===== src/hw/rtl/rtp_pkg.sv =====
// rtp_pkg: widths, constants, angle table and shared types of the rect_to_polar block
// used by every module of the block; depends on nothing

package rtp_pkg;

  localparam int SAMPLE_WIDTH   = 16;
  localparam int ROTATION_STEPS = 16;
  localparam int GUARD_BITS     = 8;

  // datapath x, y: sample magnitude with guard bits, headroom for gain and sqrt(2)
  localparam int XY_W = SAMPLE_WIDTH + GUARD_BITS + 3;
  localparam int UX_W = XY_W - 1;
  // angle accumulator in Q30 radians
  localparam int Z_W     = 33;
  localparam int Z_SHIFT = 17;
  localparam int ZRND    = 1 << (Z_SHIFT - 1);
  localparam int AR_W    = Z_W - Z_SHIFT;

  // gain compensation K in Q30, split in a high and a low 15-bit part
  localparam int GAIN_Q30  = 652032874;
  localparam int K_SPLIT   = 15;
  localparam int KH        = GAIN_Q30 >> K_SPLIT;
  localparam int KL        = GAIN_Q30 & ((1 << K_SPLIT) - 1);
  localparam int PROD_W    = UX_W + K_SPLIT;
  localparam int PLO_W     = PROD_W - K_SPLIT;
  localparam int SUM_W     = PROD_W + 1;
  localparam int MAG_SHIFT = K_SPLIT + GUARD_BITS;
  localparam int MAG_RND   = 1 << (MAG_SHIFT - 1);

  localparam int MAG_W      = 16;
  localparam int MAG_MAX    = 65535;
  localparam int PH_W       = 16;
  localparam int ANG_W      = 14;
  localparam int PH_PI      = 25736;
  localparam int PH_HALF_PI = 12868;

  // input register, rotation stages, product stage, output register
  localparam int LATENCY = ROTATION_STEPS + 3;

  // atan(2^-i) in Q30
  localparam logic [31:0] ATAN_Q30 [32] = '{
    32'd843314857, 32'd497837829, 32'd263043837, 32'd133525159, 32'd67021687,
    32'd33543516,  32'd16775851,  32'd8388437,   32'd4194283,   32'd2097149,
    32'd1048576,   32'd524288,    32'd262144,    32'd131072,    32'd65536,
    32'd32768,     32'd16384,     32'd8192,      32'd4096,      32'd2048,
    32'd1024,      32'd512,       32'd256,       32'd128,       32'd64,
    32'd32,        32'd16,        32'd8,         32'd4,         32'd2,
    32'd1,         32'd0
  };

  typedef struct packed {
    logic signed [XY_W-1:0] x;
    logic signed [XY_W-1:0] y;
    logic signed [Z_W-1:0]  z;
  } vec_t;

  // sideband that travels with each item
  typedef struct packed {
    logic                    last;
    logic                    re_neg;
    logic                    re_zero;
    logic                    im_neg;
    logic                    im_zero;
    logic [SAMPLE_WIDTH-1:0] smag;
  } flags_t;

endpackage


===== src/hw/rtl/rect_to_polar.sv =====
// rect_to_polar: top level, pipelined cordic that turns a complex sample into
// magnitude and phase; depends on rtp_pkg, rtp_fold, rtp_cordic_pipe, rtp_post
//
//   channel   handshake              payload
//   input     start high, busy low   re_part_i, im_part_i, last_in_i
//   result    done_o one cycle       magnitude_o, phase_o, last_out_o
//
// one item per clock; every item gives exactly one result
// registers on the path: input register, one register stage per cordic rotation,
// product stage, output register
// busy is never raised: the pipeline always moves and the receiver cannot stall
// reset clears the valid bits of all stages, payload registers are not reset

module rect_to_polar (
  input  logic                                    clk_i,
  input  logic                                    rst_ni,
  input  logic                                    start,
  output logic                                    busy,
  input  logic signed [rtp_pkg::SAMPLE_WIDTH-1:0] re_part_i,
  input  logic signed [rtp_pkg::SAMPLE_WIDTH-1:0] im_part_i,
  input  logic                                    last_in_i,
  output logic                                    done_o,
  output logic [rtp_pkg::MAG_W-1:0]               magnitude_o,
  output logic signed [rtp_pkg::PH_W-1:0]         phase_o,
  output logic                                    last_out_o
);

  logic            fold_valid, rot_valid;
  rtp_pkg::vec_t   fold_vec, rot_vec;
  rtp_pkg::flags_t fold_flags, rot_flags;

  // nothing ever holds the pipeline
  assign busy = 1'b0;

  // abs values, axis and sign flags
  rtp_fold u_fold (
    .clk_i   (clk_i),
    .rst_ni  (rst_ni),
    .valid_i (start & ~busy),
    .re_i    (re_part_i),
    .im_i    (im_part_i),
    .last_i  (last_in_i),
    .valid_o (fold_valid),
    .vec_o   (fold_vec),
    .flags_o (fold_flags)
  );

  // vectoring rotations, angle summed along the way
  rtp_cordic_pipe u_cordic (
    .clk_i   (clk_i),
    .rst_ni  (rst_ni),
    .valid_i (fold_valid),
    .vec_i   (fold_vec),
    .flags_i (fold_flags),
    .valid_o (rot_valid),
    .vec_o   (rot_vec),
    .flags_o (rot_flags)
  );

  // gain compensation, rounding, quadrant restore and axis cases
  rtp_post u_post (
    .clk_i   (clk_i),
    .rst_ni  (rst_ni),
    .valid_i (rot_valid),
    .vec_i   (rot_vec),
    .flags_i (rot_flags),
    .done_o  (done_o),
    .mag_o   (magnitude_o),
    .phase_o (phase_o),
    .last_o  (last_out_o)
  );

endmodule


===== src/hw/rtl/rtp_fold.sv =====
// rtp_fold: input register stage, folds the sample into the first quadrant
// depends on rtp_pkg

module rtp_fold (
  input  logic                                  clk_i,
  input  logic                                  rst_ni,
  input  logic                                  valid_i,
  input  logic signed [rtp_pkg::SAMPLE_WIDTH-1:0] re_i,
  input  logic signed [rtp_pkg::SAMPLE_WIDTH-1:0] im_i,
  input  logic                                  last_i,
  output logic                                  valid_o,
  output rtp_pkg::vec_t                         vec_o,
  output rtp_pkg::flags_t                       flags_o
);

  logic [rtp_pkg::SAMPLE_WIDTH-1:0] re_u, im_u, ax, ay;
  logic                             valid_q;
  rtp_pkg::vec_t                    vec_d, vec_q;
  rtp_pkg::flags_t                  flags_d, flags_q;

  always_comb begin
    re_u = re_i;
    im_u = im_i;
    ax   = re_i[rtp_pkg::SAMPLE_WIDTH-1] ? (~re_u + 1'b1) : re_u;
    ay   = im_i[rtp_pkg::SAMPLE_WIDTH-1] ? (~im_u + 1'b1) : im_u;

    vec_d.x = rtp_pkg::XY_W'({ax, {rtp_pkg::GUARD_BITS{1'b0}}});
    vec_d.y = rtp_pkg::XY_W'({ay, {rtp_pkg::GUARD_BITS{1'b0}}});
    vec_d.z = '0;

    flags_d.last    = last_i;
    flags_d.re_neg  = re_i[rtp_pkg::SAMPLE_WIDTH-1];
    flags_d.re_zero = (re_u == '0);
    flags_d.im_neg  = im_i[rtp_pkg::SAMPLE_WIDTH-1];
    flags_d.im_zero = (im_u == '0);
    // on an axis the magnitude is the other part's absolute value
    flags_d.smag    = (re_u == '0) ? ay : ax;
  end

  always_ff @(posedge clk_i or negedge rst_ni) begin
    if (!rst_ni) begin
      valid_q <= 1'b0;
    end else begin
      valid_q <= valid_i;
    end
  end

  always_ff @(posedge clk_i) begin
    vec_q   <= vec_d;
    flags_q <= flags_d;
  end

  assign valid_o = valid_q;
  assign vec_o   = vec_q;
  assign flags_o = flags_q;

endmodule


===== src/hw/rtl/rtp_cordic_pipe.sv =====
// rtp_cordic_pipe: vectoring rotations, one register stage per rotation
// depends on rtp_pkg

module rtp_cordic_pipe (
  input  logic            clk_i,
  input  logic            rst_ni,
  input  logic            valid_i,
  input  rtp_pkg::vec_t   vec_i,
  input  rtp_pkg::flags_t flags_i,
  output logic            valid_o,
  output rtp_pkg::vec_t   vec_o,
  output rtp_pkg::flags_t flags_o
);

  localparam int N = rtp_pkg::ROTATION_STEPS;

  logic            valid_q [N];
  rtp_pkg::vec_t   vec_q   [N];
  rtp_pkg::flags_t flags_q [N];

  for (genvar k = 0; k < N; k++) begin : g_stage
    logic                            src_valid;
    rtp_pkg::vec_t                   src, nxt;
    rtp_pkg::flags_t                 src_flags;
    logic signed [rtp_pkg::XY_W-1:0] dx, dy;
    logic signed [rtp_pkg::Z_W-1:0]  da;

    if (k == 0) begin : g_first
      assign src_valid = valid_i;
      assign src       = vec_i;
      assign src_flags = flags_i;
    end else begin : g_next
      assign src_valid = valid_q[k-1];
      assign src       = vec_q[k-1];
      assign src_flags = flags_q[k-1];
    end

    always_comb begin
      dx = $signed(src.y) >>> k;
      dy = $signed(src.x) >>> k;
      da = rtp_pkg::Z_W'(rtp_pkg::ATAN_Q30[k]);
      // rotate toward the real axis: direction from the sign of y
      if (!src.y[rtp_pkg::XY_W-1]) begin
        nxt.x = src.x + dx;
        nxt.y = src.y - dy;
        nxt.z = src.z + da;
      end else begin
        nxt.x = src.x - dx;
        nxt.y = src.y + dy;
        nxt.z = src.z - da;
      end
    end

    always_ff @(posedge clk_i or negedge rst_ni) begin
      if (!rst_ni) begin
        valid_q[k] <= 1'b0;
      end else begin
        valid_q[k] <= src_valid;
      end
    end

    always_ff @(posedge clk_i) begin
      vec_q[k]   <= nxt;
      flags_q[k] <= src_flags;
    end
  end

  assign valid_o = valid_q[N-1];
  assign vec_o   = vec_q[N-1];
  assign flags_o = flags_q[N-1];

endmodule


===== src/hw/rtl/rtp_post.sv =====
// rtp_post: gain compensation, angle rounding and quadrant restore, output register
// depends on rtp_pkg

module rtp_post (
  input  logic                               clk_i,
  input  logic                               rst_ni,
  input  logic                               valid_i,
  input  rtp_pkg::vec_t                      vec_i,
  input  rtp_pkg::flags_t                    flags_i,
  output logic                               done_o,
  output logic [rtp_pkg::MAG_W-1:0]          mag_o,
  output logic signed [rtp_pkg::PH_W-1:0]    phase_o,
  output logic                               last_o
);

  // product stage
  logic [rtp_pkg::UX_W-1:0]         ux;
  logic [rtp_pkg::PROD_W-1:0]       phi_d, phi_q, prod_lo;
  logic [rtp_pkg::PLO_W-1:0]        plo_d, plo_q;
  logic signed [rtp_pkg::Z_W-1:0]   zr;
  logic signed [rtp_pkg::AR_W-1:0]  ar;
  logic [rtp_pkg::ANG_W-1:0]        ang_d, ang_q;
  rtp_pkg::flags_t                  flags_q;
  logic                             valid_q;

  // output stage
  logic [rtp_pkg::SUM_W-1:0]        sum, mag_src;
  logic [rtp_pkg::PH_W-1:0]         ang_ext, half_t, ph_d;
  logic [rtp_pkg::MAG_W-1:0]        mag_d, mag_q;
  logic [rtp_pkg::PH_W-1:0]         ph_q;
  logic                             special;
  logic                             done_q, last_q;

  always_comb begin
    ux      = (vec_i.x > 0) ? rtp_pkg::UX_W'(vec_i.x) : '0;
    phi_d   = rtp_pkg::PROD_W'(ux) * rtp_pkg::PROD_W'(rtp_pkg::KH);
    prod_lo = rtp_pkg::PROD_W'(ux) * rtp_pkg::PROD_W'(rtp_pkg::KL);
    plo_d   = prod_lo[rtp_pkg::PROD_W-1:rtp_pkg::K_SPLIT];

    // Q30 to Q3.13 with half-up rounding, then clamp to 0..pi/2
    zr = vec_i.z + rtp_pkg::Z_W'(rtp_pkg::ZRND);
    ar = zr[rtp_pkg::Z_W-1:rtp_pkg::Z_SHIFT];
    if (ar[rtp_pkg::AR_W-1]) begin
      ang_d = '0;
    end else if (ar > $signed(rtp_pkg::AR_W'(rtp_pkg::PH_HALF_PI))) begin
      ang_d = rtp_pkg::ANG_W'(rtp_pkg::PH_HALF_PI);
    end else begin
      ang_d = ar[rtp_pkg::ANG_W-1:0];
    end
  end

  always_ff @(posedge clk_i or negedge rst_ni) begin
    if (!rst_ni) begin
      valid_q <= 1'b0;
      done_q  <= 1'b0;
    end else begin
      valid_q <= valid_i;
      done_q  <= valid_q;
    end
  end

  always_ff @(posedge clk_i) begin
    phi_q   <= phi_d;
    plo_q   <= plo_d;
    ang_q   <= ang_d;
    flags_q <= flags_i;
  end

  always_comb begin
    special = flags_q.re_zero | flags_q.im_zero;
    sum = rtp_pkg::SUM_W'(phi_q) + rtp_pkg::SUM_W'(plo_q)
        + rtp_pkg::SUM_W'(rtp_pkg::MAG_RND);
    mag_src = special ? rtp_pkg::SUM_W'(flags_q.smag) : (sum >> rtp_pkg::MAG_SHIFT);
    if (mag_src > rtp_pkg::SUM_W'(rtp_pkg::MAG_MAX)) begin
      mag_d = rtp_pkg::MAG_W'(rtp_pkg::MAG_MAX);
    end else begin
      mag_d = mag_src[rtp_pkg::MAG_W-1:0];
    end

    ang_ext = rtp_pkg::PH_W'(ang_q);
    half_t  = flags_q.re_neg ? (rtp_pkg::PH_W'(rtp_pkg::PH_PI) - ang_ext) : ang_ext;
    if (flags_q.re_zero) begin
      if (flags_q.im_zero) begin
        ph_d = '0;
      end else if (flags_q.im_neg) begin
        ph_d = -rtp_pkg::PH_W'(rtp_pkg::PH_HALF_PI);
      end else begin
        ph_d = rtp_pkg::PH_W'(rtp_pkg::PH_HALF_PI);
      end
    end else if (flags_q.im_zero) begin
      // negative real axis gives +pi
      ph_d = flags_q.re_neg ? rtp_pkg::PH_W'(rtp_pkg::PH_PI) : '0;
    end else begin
      ph_d = flags_q.im_neg ? -half_t : half_t;
    end
  end

  always_ff @(posedge clk_i) begin
    mag_q  <= mag_d;
    ph_q   <= ph_d;
    last_q <= flags_q.last;
  end

  assign done_o  = done_q;
  assign mag_o   = mag_q;
  assign phase_o = ph_q;
  assign last_o  = last_q;

endmodule


===== config.mk =====
export PLATFORM = sky130hd
export DESIGN_NAME = rect_to_polar
export DESIGN_NICKNAME = d
export VERILOG_FILES = /design/src/hw/rtl/rtp_pkg.sv /design/src/hw/rtl/rect_to_polar.sv /design/src/hw/rtl/rtp_fold.sv /design/src/hw/rtl/rtp_cordic_pipe.sv /design/src/hw/rtl/rtp_post.sv
export SDC_FILE = /design/constraint.sdc
export NUM_CORES = 2
export LEC_CHECK = 0
export ABC_CLOCK_PERIOD_IN_PS = 10700
export BUFFER_PORTS_ARGS = -buffer_cell sky130_fd_sc_hd__buf_4
export CELL_PAD_IN_SITES_DETAIL_PLACEMENT = 2
export CELL_PAD_IN_SITES_GLOBAL_PLACEMENT = 2
export CORE_ASPECT_RATIO = 0.75
export CORE_MARGIN = 5
export CORE_UTILIZATION = 30
export DETAILED_ROUTE_END_ITERATION = 6
export PLACE_DENSITY_LB_ADDON = 0.1
export SLEW_MARGIN = 20
export SYNTH_ARGS = -nofsm -noshare
export SYNTH_HDL_FRONTEND = slang
export SYNTH_SLANG_ARGS = --single-unit

===== constraint.sdc =====
create_clock -name clk_i -period 10.7 [get_ports clk_i]
set_input_delay 1.07 -clock clk_i [delete_from_list [all_inputs] [get_ports clk_i]]
set_output_delay 1.07 -clock clk_i [all_outputs]
set_load 0.01 [all_outputs]

==> results.py <==
metrics = {
    "outcome": {
        "status": "finished clean",
    },
    "synthesis": {
        "synth.area.top_cells": "dfxtp_1, ha_1, xnor2_1",
        "synth_area_um2": 105600,
        "synth_warnings": 0,
        "synthFlopType": "dfxtp_1",
        "avgSynthCellArea_um2": 9.081,
        "synthArstFlopShare": 0.01144,
        "synthCells": 11633,
        "synth-seq-cells": 1661,
        "synth_top_area_frac": 0.3112,
        "synth-edff-count": 0,
        "synthDistinctLibCells": 95,
        "seq_area_frac_synth": 0.3157,
        "synth_top_area_cell": "dfxtp_1",
    },
    "placed_design": {
        "routabilityCongestion": 0.8480,
        "dp_hpwl_um": 296600,
        "portBuffers": 69,
    },
    "critical_path": {
        "crit_top_cell": "fa_1",
        "required_ns": 11.39,
        "cp_slowest_cell": "dfxtp_1",
        "r2r_cells": 28,
        "path_max_fanout": 24,
        "critPathBufInv": 4,
        "crit_cells": 28,
        "startpoint_type": "register",
        "path_delay_family": "adder cells",
        "r2r_start": "u_cordic.vec_q[15][68]",
        "cpPeakStageDelay_ns": 0.72,
        "worstSetupPathType": "reg -> reg",
        "startpoint": "u_cordic.vec_q[15][68]",
        "end_kind": "register",
        "crit_arrival_ns": 10.01,
    },
    "sta": {
        "setup_tns_ns": 0,
        "fmax_ghz": 0.1072,
        "report.final.hold_viol_count": 0,
        "setup_viol": 0,
        "finalCritPeriodShare": 0.8714,
        "skew_ns": 0.09662,
        "rsz0062_at_grt": "false",
        "finalMaxSlewViolations": 0,
        "slew_headroom": 0.2956,
        "hold_ws_ns": 0.2636,
        "finalWorstPathRequiredPeriod_ns": 9.324,
        "worst_pin_slew_ns": 1.054,
    },
    "clock_tree": {
        "clkSinkCount": 1661,
        "post_cts_buffers": 0,
        "post_cts_resized": 0,
        "clockRootBuffer": "clkbuf_16",
        "cts_buffers": 198,
        "cts_tree": "built",
        "clk_latency_ns": 0.91,
        "hold_buffers": 1,
        "cts.clk_slew.worst_paths_ns": 0.06,
        "cts_buffer_depth": 4,
        "cts_max_level": 4,
    },
    "grt": {
        "grtUsageTotal": 0.1918,
        "gr-total-overflow": 0,
        "grt_max_degree": 54,
        "grt_pass1_vias": 91257,
        "grt_pass1_wl_um": 550900,
        "antenna_found_initial": 23,
    },
    "die": {
        "core-area_um2": 350300,
        "initial_utilization": 0.3016,
        "io-pin-count": 71,
        "die-area_um2": 364200,
        "fp.dieH_um": 523.9,
        "die_x_um": 695.2,
        "row_count": 188,
    },
    "routing": {
        "drt-pass1-iter-count": 5,
        "drc": 0,
        "drtAntennaViolNets": 0,
        "via_count": 83301,
        "drt_iter0_drc": 3512,
        "wirelength_um": 357000,
        "post_drt_wl_per_cell_um": 21.46,
        "via_per_inst": 5.007,
    },
    "job": {
        "maxCapViolations": 0,
    },
    "final_layout": {
        "nets": 13510,
        "area_growth_pct": 12.53,
        "drive_gt1_frac": 0.05076,
    },
    "worst_hold_path": {
        "hold_class": "reg -> reg",
        "whs_path_depth": 0,
        "hp-start": "u_cordic.flags_q[6][3]",
    },
}
## final cells by class
cell class              count  area [µm²]
diodes                      5       12.51
clock buffers             253        5544
clock inverters           102        1385
fillers                 38685      231400
inverters                 873        3277
multi-input cells        8968       68570
flip-flops and latches   1661       33360
well taps                4655        5824
repair buffers            120       903.4
## path summary, 6_finish.rpt
path | to | slack, ns
worst max-delay path | u_post.phi_q[37] | 1.38
worst min-delay path | u_cordic.flags_q[7][3] | 0.26
worst max register to register | u_post.phi_q[37] | 1.38
worst min register to register | u_cordic.flags_q[7][3] | 0.26
max in group asynchronous | u_post.valid_q | 9.84
min in group asynchronous | u_cordic.g_stage[2].src_valid | 0.59
## state kept, by name, indices dropped and copies added, names as in the netlist, 14 cells and up
name	cells
u_cordic.vec_q	1121
u_fold.flags_o	21
u_fold.vec_o	32
u_post.phase_o	16
u_post.plo_q	24
u_post.mag_o	16
u_post.flags_q	21
u_cordic.flags_q	336
u_post.ang_q	14
u_cordic.g_stage.src_valid	15
u_post.phi_q	40
## through the flow
stage	util	setup slack, ns	std cells	cell area (µm²)
final	0.3394	1.376	16637	118900
after global routing	0.3394	0.6216	16633	118900
after CTS	0.3393	1.394	16632	118800
after detailed placement	0.3195	1.525	16276	111900
after global placement	0.3195	1.570	16276	111900
after floorplan	-	2.877	11635	105700
## cells in the final DEF (no fill, tap or decap), drive strengths merged, types with 45 or more instances in the layout
| cell | instances |
|---|---|
| nor4 | 70 |
| ha | 1359 |
| o21ai | 463 |
| nand4 | 46 |
| nor2b | 165 |
| nand2b | 155 |
| or3 | 81 |
| buf | 119 |
| o21bai | 130 |
| a21o | 360 |
| o31ai | 49 |
| a21boi | 45 |
| inv | 888 |
| and3 | 103 |
| nand2 | 566 |
| xnor2 | 1018 |
| a31oi | 104 |
| fa | 293 |
| nor2 | 1033 |
| a211oi | 70 |
| xor2 | 499 |
| o21a | 161 |
| nand3 | 195 |
| clkinv | 51 |
| a21oi | 997 |
| and2 | 85 |
| nor3 | 356 |
| dfxtp | 1642 |
| clkbuf | 253 |
## per-layer routing
layer  global-route usage  routed length, µm  up-vias
met5                    0                 46        -
li1                     -                  -    40840
met4              0.04248               8338        8
met1               0.2754             182000    41331
met2               0.3045             155100      788
met3              0.02621              11430      334
## Yosys cell counts, drive strengths merged, types with 31 or more instances
library cell  instances
a2111oi              33
a211o                31
a211oi               70
a21boi               45
a21o                360
a21oi               997
a31oi               104
and2                 85
and3                103
clkbuf              105
dfxtp              1642
fa                  293
ha                 1359
inv                 873
mux2                 36
nand2               566
nand2b              155
nand3               195
nand4                46
nor2               1033
nor2b               165
nor3                356
nor4                 70
o211ai               42
o21a                161
o21ai               463
o21bai              130
o31a                 35
o31ai                49
o41ai                40
or2                  31
or3                  81
xnor2              1018
xor2                499
## worst reg2reg max path: cells and delay by family (launching register included)
family	cells	cell delay, ns
fa+ha+maj	7	3.20
buf+inv	4	0.63
xor+xnor	2	0.60
compound gates	7	1.93
simple gates	8	2.04
flops	1	0.72
## logic make-up after synthesis
group | share of synthesized area
XOR/XNOR | 0.1258
AND/OR/NAND/NOR | 0.1336
buffers and inverters | 0.03585
flip-flops | 0.3157
multiplexers | 0.005732
adder cells (fa/ha/maj) | 0.2167
other | 0.00007109
AO/OA/AOI/OAI | 0.1666
Power is left out: the tool's default activity adds up to more than one toggle a clock period on the data nets, which glitch-free logic cannot reach.
